<file path="src/hw/rtl/swa_pkg.sv">
// ----------------------------------------------------------------------------
// swa_pkg: shared definitions for the sliding window averager
// Data width, default window depth and the sequencer state encoding.
// ----------------------------------------------------------------------------
package swa_pkg;

  localparam int unsigned DATA_W     = 16;
  localparam int unsigned WINDOW_DEF = 16;

  typedef enum logic [2:0] {
    ST_IDLE,    // waiting for an input transaction
    ST_UPDATE,  // ring store write, fill count and running sum update
    ST_PREP,    // load divider with |sum|
    ST_DIV,     // one restoring divide step per cycle
    ST_DONE     // sign fix, hand result to output register
  } state_t;

endpackage

</file>
<file path="src/hw/rtl/sliding_window_averager_core.sv">
// ----------------------------------------------------------------------------
// sliding_window_averager_core: moving average over the last WINDOW samples
// Ring store, fill count, running sum and a shared restoring divider.
// ----------------------------------------------------------------------------
// Each input transaction either clears the window (in_clear = 1) or pushes
// in_sample; a push into a full window drops the oldest sample. Every input
// transaction yields exactly one result transaction: the held-sample count,
// an empty flag and the mean (sum / count, truncated toward zero, 0 when
// empty). After acceptance an item goes through the ring store update, the
// divider load, the one-bit-per-cycle restoring divider, and a final step
// that fixes the sign and loads the output register; a busy output register
// stalls that final step. The sequencer then returns to idle before it
// takes the next transaction, so a new input is taken only after the last
// result is loaded. in_ready is high only while the sequencer is idle; a
// finished result may wait in the output register while the next input
// transaction is taken. The ring store needs no clearing after reset:
// entries are read only after being written.
// ----------------------------------------------------------------------------
module sliding_window_averager_core #(
  parameter  int unsigned WINDOW = swa_pkg::WINDOW_DEF,
  localparam int unsigned CNT_W  = $clog2(WINDOW + 1)
) (
  input  logic                      clk,
  input  logic                      rst_n,
  // input channel
  input  logic                      in_valid,
  output logic                      in_ready,
  input  logic signed [swa_pkg::DATA_W-1:0] in_sample,
  input  logic                      in_clear,
  // result channel
  output logic                      out_valid,
  input  logic                      out_ready,
  output logic signed [swa_pkg::DATA_W-1:0] out_average,
  output logic [CNT_W-1:0]          out_count,
  output logic                      out_empty_res
);

  import swa_pkg::*;

  // Sum range is +/- WINDOW * 2^15, so DATA_W + log2(WINDOW) bits suffice.
  localparam int unsigned SUM_W  = DATA_W + $clog2(WINDOW);
  localparam int unsigned PTR_W  = (WINDOW > 1) ? $clog2(WINDOW) : 1;
  localparam int unsigned ITER_W = $clog2(SUM_W);

  // --------------------------------------------------------------------------
  // Sequencer and architectural state
  // --------------------------------------------------------------------------
  state_t                     state_r, state_nxt;
  logic [CNT_W-1:0]           fill_count_r, fill_count_nxt;
  logic signed [SUM_W-1:0]    sum_r, sum_nxt;
  logic [PTR_W-1:0]           oldest_r, oldest_nxt;

  // captured input transaction
  logic signed [DATA_W-1:0]   sample_r;
  logic                       clear_r;

  // ring store (memory, one write and one registered read port)
  logic [DATA_W-1:0]          store_mem [WINDOW];
  logic [DATA_W-1:0]          rd_data_r;
  logic [PTR_W-1:0]           slot_idx;
  logic                       store_we;

  // divider
  logic [CNT_W-1:0]           rem_r, rem_nxt;
  logic [SUM_W-1:0]           quo_r, quo_nxt;
  logic [ITER_W-1:0]          iter_r, iter_nxt;
  logic                       neg_r, neg_nxt;
  logic [CNT_W:0]             trial;
  logic [CNT_W:0]             diff;
  logic                       ge;

  // output register
  logic                       out_valid_r, out_valid_nxt;
  logic signed [DATA_W-1:0]   out_average_r;
  logic [CNT_W-1:0]           out_count_r;
  logic                       out_empty_res_r;
  logic                       out_load;
  logic [SUM_W-1:0]           avg_full;

  logic                       in_fire;
  logic                       full;
  logic [CNT_W:0]             idx_sum;
  logic signed [SUM_W-1:0]    sample_ext, old_ext;

  assign in_fire = in_valid && in_ready;
  assign full    = (fill_count_r == CNT_W'(WINDOW));

  // --------------------------------------------------------------------------
  // Next state
  // --------------------------------------------------------------------------
  always_comb begin
    state_nxt = state_r;
    case (state_r)
      ST_IDLE:   if (in_fire) state_nxt = ST_UPDATE;
      ST_UPDATE: state_nxt = ST_PREP;
      ST_PREP:   state_nxt = ST_DIV;
      ST_DIV:    if (iter_r == '0) state_nxt = ST_DONE;
      ST_DONE:   if (out_load) state_nxt = ST_IDLE;
      default:   state_nxt = ST_IDLE;
    endcase
  end

  // --------------------------------------------------------------------------
  // Outputs of the sequencer
  // --------------------------------------------------------------------------
  always_comb begin
    in_ready = 1'b0;
    store_we = 1'b0;
    out_load = 1'b0;
    case (state_r)
      ST_IDLE:   in_ready = 1'b1;
      ST_UPDATE: store_we = !clear_r;
      ST_PREP:   ;
      ST_DIV:    ;
      // output register is free, or its result leaves this cycle
      ST_DONE:   out_load = !out_valid_r || out_ready;
      default:   ;
    endcase
  end

  // --------------------------------------------------------------------------
  // Ring store addressing and running sum update
  // --------------------------------------------------------------------------
  // oldest + count is below 2*WINDOW, one compare-subtract wraps it.
  always_comb begin
    idx_sum = (CNT_W+1)'(oldest_r) + (CNT_W+1)'(fill_count_r);
    if (idx_sum >= (CNT_W+1)'(WINDOW)) begin
      idx_sum = idx_sum - (CNT_W+1)'(WINDOW);
    end
    slot_idx = full ? oldest_r : idx_sum[PTR_W-1:0];
  end

  assign sample_ext = SUM_W'(sample_r);
  assign old_ext    = SUM_W'($signed(rd_data_r));

  always_comb begin
    fill_count_nxt = fill_count_r;
    sum_nxt        = sum_r;
    oldest_nxt     = oldest_r;
    if (state_r == ST_UPDATE) begin
      if (clear_r) begin
        fill_count_nxt = '0;
        sum_nxt        = '0;
        oldest_nxt     = '0;
      end else if (full) begin
        // intermediate wrap cancels out, the final sum is in range
        sum_nxt    = sum_r + sample_ext - old_ext;
        oldest_nxt = (oldest_r == PTR_W'(WINDOW - 1)) ? '0 : oldest_r + 1'b1;
      end else begin
        sum_nxt        = sum_r + sample_ext;
        fill_count_nxt = fill_count_r + 1'b1;
      end
    end
  end

  // Store: read of the oldest entry issued at acceptance, used in ST_UPDATE.
  always_ff @(posedge clk) begin
    if (in_fire) begin
      rd_data_r <= store_mem[oldest_r];
    end
    if (store_we) begin
      store_mem[slot_idx] <= sample_r;
    end
  end

  // --------------------------------------------------------------------------
  // Restoring divider: |sum| / count, one quotient bit per cycle
  // --------------------------------------------------------------------------
  assign trial = {rem_r, quo_r[SUM_W-1]};
  assign diff  = trial - {1'b0, fill_count_r};
  assign ge    = (trial >= {1'b0, fill_count_r});

  always_comb begin
    rem_nxt  = rem_r;
    quo_nxt  = quo_r;
    iter_nxt = iter_r;
    neg_nxt  = neg_r;
    case (state_r)
      ST_PREP: begin
        neg_nxt  = sum_r[SUM_W-1];
        quo_nxt  = sum_r[SUM_W-1] ? SUM_W'(-sum_r) : SUM_W'(sum_r);
        rem_nxt  = '0;
        iter_nxt = ITER_W'(SUM_W - 1);
      end
      ST_DIV: begin
        rem_nxt  = ge ? diff[CNT_W-1:0] : trial[CNT_W-1:0];
        quo_nxt  = {quo_r[SUM_W-2:0], ge};
        iter_nxt = iter_r - 1'b1;
      end
      default: ;
    endcase
  end

  // truncation toward zero: divide magnitudes, then restore the sign
  assign avg_full = neg_r ? (~quo_r + 1'b1) : quo_r;

  // --------------------------------------------------------------------------
  // Output register
  // --------------------------------------------------------------------------
  always_comb begin
    out_valid_nxt = out_valid_r;
    if (out_valid_r && out_ready) begin
      out_valid_nxt = 1'b0;
    end
    if (out_load) begin
      out_valid_nxt = 1'b1;
    end
  end

  // --------------------------------------------------------------------------
  // Registers
  // --------------------------------------------------------------------------
  always_ff @(posedge clk) begin
    if (!rst_n) begin
      state_r      <= ST_IDLE;
      fill_count_r <= '0;
      sum_r        <= '0;
      oldest_r     <= '0;
      out_valid_r  <= 1'b0;
    end else begin
      state_r      <= state_nxt;
      fill_count_r <= fill_count_nxt;
      sum_r        <= sum_nxt;
      oldest_r     <= oldest_nxt;
      out_valid_r  <= out_valid_nxt;
    end
  end

  always_ff @(posedge clk) begin
    if (in_fire) begin
      sample_r <= in_sample;
      clear_r  <= in_clear;
    end
    rem_r  <= rem_nxt;
    quo_r  <= quo_nxt;
    iter_r <= iter_nxt;
    neg_r  <= neg_nxt;
    if (out_load) begin
      out_average_r   <= (fill_count_r == '0) ? '0 : DATA_W'(avg_full);
      out_count_r     <= fill_count_r;
      out_empty_res_r <= (fill_count_r == '0);
    end
  end

  assign out_valid     = out_valid_r;
  assign out_average   = out_average_r;
  assign out_count     = out_count_r;
  assign out_empty_res = out_empty_res_r;

  // --------------------------------------------------------------------------
  // Assertions
  // --------------------------------------------------------------------------
  a_count_bound: assert property (@(posedge clk) disable iff (!rst_n)
    fill_count_r <= CNT_W'(WINDOW))
    else $error("fill count beyond window depth");

  a_empty_sum: assert property (@(posedge clk) disable iff (!rst_n)
    (fill_count_r == '0) |-> (sum_r == '0))
    else $error("running sum nonzero with empty window");

  a_fire_update: assert property (@(posedge clk) disable iff (!rst_n)
    in_fire |=> (state_r == ST_UPDATE))
    else $error("accepted transaction did not start an update");

  a_empty_flag: assert property (@(posedge clk) disable iff (!rst_n)
    out_valid_r |-> (out_empty_res_r == (out_count_r == '0)))
    else $error("empty flag disagrees with count");

  a_no_overwrite: assert property (@(posedge clk) disable iff (!rst_n)
    (state_r == ST_DONE && out_valid_r && !out_ready) |=> (state_r == ST_DONE))
    else $error("result dropped while output register busy");

endmodule

</file>
<file path="config.mk">
export PLATFORM = sky130hd
export DESIGN_NAME = sliding_window_averager_core
export DESIGN_NICKNAME = d
export VERILOG_FILES = /design/src/hw/rtl/swa_pkg.sv /design/src/hw/rtl/sliding_window_averager_core.sv
export SDC_FILE = /design/constraint.sdc
export NUM_CORES = 1
export LEC_CHECK = 0
export CAP_MARGIN = 25
export CORE_ASPECT_RATIO = 2
export CORE_MARGIN = 4
export CORE_UTILIZATION = 64
export CTS_CLUSTER_SIZE = 12
export DETAILED_ROUTE_END_ITERATION = 10
export DONT_BUFFER_PORTS = 1
export HOLD_SLACK_MARGIN = 0.08
export PLACE_DENSITY_LB_ADDON = 0.08
export SETUP_SLACK_MARGIN = 0.1
export SLEW_MARGIN = 20
export SYNTH_ARGS = -nofsm -noshare
export SYNTH_HDL_FRONTEND = slang
export SYNTH_SLANG_ARGS = --single-unit
export TNS_END_PERCENT = 20
</file>
<file path="constraint.sdc">
create_clock -name clk -period 5.3 [get_ports clk]
set_input_delay 0.795 -clock clk [delete_from_list [all_inputs] [get_ports clk]]
set_output_delay 0.795 -clock clk [all_outputs]
set_load 0.03 [all_outputs]
</file>
-- After elaboration in Yosys (flattened, before gate mapping)
Memories as Yosys holds them, arrays and structs flattened. A register that Yosys moved wholly into a read port is not among the register bits.
Index checks and enable logic that the tools add are counted.
- $add $sub $neg: 10
- $lt $le $gt $ge: 2
- eq/ne operators: 10
- muxes and demuxes: 26
- bitwise gates (word level): 1
- reduce and logical (&&, ||, !) cells: 14
- operators by type and width (cell ; number):
    $mux W20 ; 3
    $pmux W20 S2 ; 1
    $add A20 B16 Y20 ; 1
    $mux W4 ; 5
    $neg A20 Y20 ; 1
    $pmux W5 S2 ; 2
    $sub A20 B16 Y20 ; 1
    $add A16 B1 Y16 const B ; 1
    $mux W16 ; 1
    $not A16 Y16 ; 1
    $mux W5 ; 3
    $pmux W3 S5 ; 1
    $logic_not A5 Y1 ; 2
    $mux W3 ; 3
    $ne A2 B2 Y1 const B ; 4
    $mux W1 ; 7
    $add A4 B5 Y6 ; 1
    $eq A3 B2 Y1 const B ; 2
    $ge A6 B5 Y1 ; 1
    $ge A6 B5 Y1 const B ; 1
    $reduce_bool A2 Y1 ; 3
    $add A5 B1 Y5 const B ; 1
    $eq A5 B5 Y1 const B ; 1
    $sub A5 B1 Y5 const B ; 1
    12 further kinds ; 15
- flip-flop bits (word level): 103
- RAM bits: 256
- output and inout port bits: 24
- logic and storage cells: 78
- memories: 1
- memories (memory ; words ; bits a word ; rd ports ; clocked after Yosys merged registers in ; wr ports ; line ; RTL):
    store_mem ; 16 ; 16 ; 1 ; 1 ; 1 ; sliding_window_averager_core.sv:58 ; logic [DATA_W-1:0] store_mem [WINDOW];

-- Longest topological paths before layout
- depth after elaboration: 5
- mapped depth: 18

-- Worst setup path before layout
No wires, ideal clock.
- path type: register -> register
- from: reg sample_r[0]
- to: reg sum_r[19]
- library setup time: 0.135 ns
- arrival: 3.979 ns
- data required time: 5.165 ns
- slack: 1.187 ns
- stages on the path, launching flop included: 18
- clock period less this slack: 4.113 ns
- cells stage by stage: edfxtp_1 ha_1 fa_1 a21oi_1 o21a_1 o311ai_0 a41oi_1 xnor2_1 ha_1 a21oi_1 o21ai_0 a211oi_1 o21bai_1 a21o_1 or4_1 a21o_1 a31oi_1 mux2i_1
- word-level cells in the longest chain between the ends: 4
- RTL lines (what ; line ; RTL):
    start: declaration ; sliding_window_averager_core.sv:54 ; logic signed [DATA_W-1:0] sample_r;
    start signal: assignment ; sliding_window_averager_core.sv:231 ; sample_r <= in_sample;
    $add A20 B16 Y20 (*) ; sliding_window_averager_core.sv:147, sliding_window_averager_core.sv:150 ;
    $sub A20 B16 Y20 ; sliding_window_averager_core.sv:147 ; sum_nxt = sum_r + sample_ext - old_ext;
    $mux W20 (*) ; sliding_window_averager_core.sv:145 ; end else if (full) begin
    $mux W20 (*) ; sliding_window_averager_core.sv:141 ; if (clear_r) begin
    end signal: assignment ; sliding_window_averager_core.sv:223 ; sum_r <= sum_nxt;
    end: declaration ; sliding_window_averager_core.sv:50 ; logic signed [SUM_W-1:0] sum_r, sum_nxt;
Every way passes the cells marked *; elsewhere a longest branch is shown, timed or not.
A chain may end at the register's enable or synchronous reset.

-- Worst setup path in the final report
- from: reg sample_r[5]
- to: reg sum_r[19]
The elaborated chain is that of the path after synthesis.

==> results.md <==
* CTS root buf: clkbuf_16
* Status: finished clean
* Xor and xnor area share after synthesis at 0.0366
* Largest net degree at the start of global routing at 50
* Post-synthesis mux area share at 0.108
* Synth Area in Adders at 0.0437
* WL final at around 37 mm
* Vias in the first global route at ~10000
* Core area at roughly 26000 um^2
* Clk sinks at ~380
* Residual DRC at 0
* Core Rows at 84
* CP Max Fanout at 17
* GRT Residual Overflow at 0
* H-tree depth at 2
* Post-layout nets at about 1200
* Clock Skew at about 0.026 ns
* Arr. time, crit path at slightly above 5 ns
* Simple-gate share of the synthesized area at 0.0743
* Placed Area at ~18000 um^2
* Count leader, synth: edfxtp_1
* Top post-synthesis cells by count: edfxtp_1, nand2_1, mux4_2, nor2_1, o21ai_0
* Vias at between 9000 and 10000
* Period minus WS final at between 4 and 5 ns
* RSZ-0062 raised after global routing: false
* Fraction of registers with async set/reset at 0
* First-pass GRT wire length at ~56 mm
* Cell taking the most area after synthesis: edfxtp_1
* Endpoints failing setup at 0
* Netlist cell types at 63
* Io pins at 45
* Post-CTS sizing at 0
* Max-slew violation count at 0
* EDFF count, synth at 342
* Hold_buf cts at 0
* Setup Total Neg Slack at 0 ns
* Yosys warning count at 0
* Largest family of logic cells by synthesized area: multiplexers
* Post-synthesis compound-gate area fraction at 0.0756
* Via density per instance at around 6.4
* Reg clk slew, reported paths at 0.06 ns
* Die Wd at around 120 um
* Final Cycle Share at 0.883
* Die area at a little under 30000 um^2
* Post-CTS setup buffer count at 0
* Share of cells above drive strength 1 at 0.157
* Starting density of the core at 0.647
* RD Place Congestion at about 0.87
* Synthesized instance count at approximately 1100
* # port buffers at 0
* Synthesized flop and latch total at 375
* CTS tree: yes
* Hold_ws at ~0.33 ns
* 1st-iter DRT viols at ~780
* Final Hold Vio Count at 0
* Lkg Pwr at approximately 6.3 nW
* Register area share after synthesis at 0.643
* Max_slew headroom at 0.346
* Syn Area/Cell at 14.9 um^2
* CTS Buf Count at 37
* Mapped Area at about 17000 um^2
* Hpwl dp at roughly 24 mm
* Fmax at between 200 and 250 MHz
* Layout overhead on the synthesized area at 9.36%
* Antenna Violating Nets Remaining at 0
* Measured slew at the worst slew-check pin at 0.974 ns
* CP Launch Type: flop
* Synth top area share at 0.604
* Worst Path Class, Setup: flop to flop
* Crit. End Element: flop
* Die Y at around 240 um
* Largest cells by area after synthesis: edfxtp_1, mux4_2, ha_1, dfxtp_1, o21ai_0
* Fin area at about 19000 um^2
* Worst vdd ir at about 0.34 mV
* Power per cell area at around 340 nW/um^2
* Worst Hold Class: primary input to flop
* Max Cap Violations at 0
* Commonest register cell after synthesis: edfxtp_1
* Initial antenna violation count at 1
* CTS Buffer Depth at 3
* DRT Pass-1 Iters at 6
* Post-Syn Nets at around 1200
* Worst-Skew Late Latency at around 0.55 ns
* GR Util All Layers at 0.260
* Drt wl/cell at between 20 and 25 um
* CP required at about 5.7 ns
[sequential cells by signal (all words and copies together), names as in the netlist]
register / cells
oldest_r: 4
iter_r: 5
sum_r: 20
out_average: 16
state_r: 3
fill_count_r: 5
clear_r: 1
store_mem: 256
neg_r: 1
sample_r: 16
out_count: 5
out_empty_res: 1
quo_r: 20
rd_data_r: 16
out_valid: 1
rem_r: 5
[routing by layer]
layer / vias up / part of all wire / track usage
met2: 297 / 0.57 / 0.483
met3: 79 / 0.042 / 0.0339
met1: 4891 / 0.35 / 0.300
met5: - / 0 / 0
li1: 4422 / - / -
met4: 0 / 0.031 / 0.0975
[final timing paths]
kind	from	slack, ns	end	depth (start not counted)
max	sample_r[5]$_DFFE_PP_	0.62	sum_r[19]$_SDFFE_PN0P_	17
min	in_sample[13]	0.33	sample_r[13]$_DFFE_PP_	0
max reg2reg	sample_r[5]$_DFFE_PP_	0.62	sum_r[19]$_SDFFE_PN0P_	17
min reg2reg	fill_count_r[4]$_SDFFE_PN0P_	0.50	out_count[4]$_DFFE_PP_	0
[where the power goes]
group | internal (W) | switching [W] | total [W]
Clock | 0.00129 | 0.00106 | 0.00235
Sequential | 0.00331 | 0.0000856 | 0.00339
Combinational | 0.000271 | 0.000357 | 0.000628
[stage by stage]
stage / total power [W] / setup slack (ns) / util / std cells
global placement: 0.00407 / 0.780 / 0.667 / 1467
finish: 0.00637 / 0.620 / 0.708 / 1520
detailed placement: 0.00408 / 0.655 / 0.667 / 1467
global route: 0.00661 / 0.258 / 0.708 / 1520
CTS: 0.00642 / 0.639 / 0.707 / 1518
floorplan: 0.00392 / 1.19 / - / 1139
[layout make-up]
class / count / area, um^2
flip-flops and latches: 375 / 10900
repair buffers: 30 / 229
multi-input cells: 677 / 5790
clock inverters: 5 / 78.8
fillers: 1757 / 7680
well taps: 344 / 430
diodes: 1 / 2.50
clock buffers: 46 / 970
inverters: 42 / 158
[cell families (layout without fill, tap and decap cells)]
logic type,after synthesis,in the layout
DFF,375,375
and+or+nand+nor,265,265
AOI/OAI and AO/OA,201,201
buffers and inverters,87,123
muxes,83,83
xor gates and xnor gates,71,71
adders and majority gates,57,57
other,0,1
[layout by cell type, fill, tap and decap left out, drive strengths merged, types with 15 or more instances in the layout]
cell      n
nor2     77
nand2    82
edfxtp  342
buf      30
clkbuf   46
nor2b    19
o21ai    72
inv      43
a21o     18
ha       53
xnor2    35
xor2     36
mux4     80
dfxtp    33
nor3     15
a21oi    43
[worst max-delay path, stage by stage (launching register included)]
cell and delay [ns]:
edfxtp_1 0.60, ha_1 0.42, o21a_1 0.22, o21ai_0 0.39
o311ai_0 0.20, buf_4 0.18, a41oi_1 0.28, xnor2_1 0.18
ha_1 0.33, a21oi_1 0.15, o21ai_0 0.13, a211oi_1 0.26
o21bai_1 0.10, a21o_1 0.19, or4_1 0.42, a21o_1 0.21
a31oi_1 0.18, mux2i_1 0.09
No activity file was read; power rests on OpenSTA's default activity.
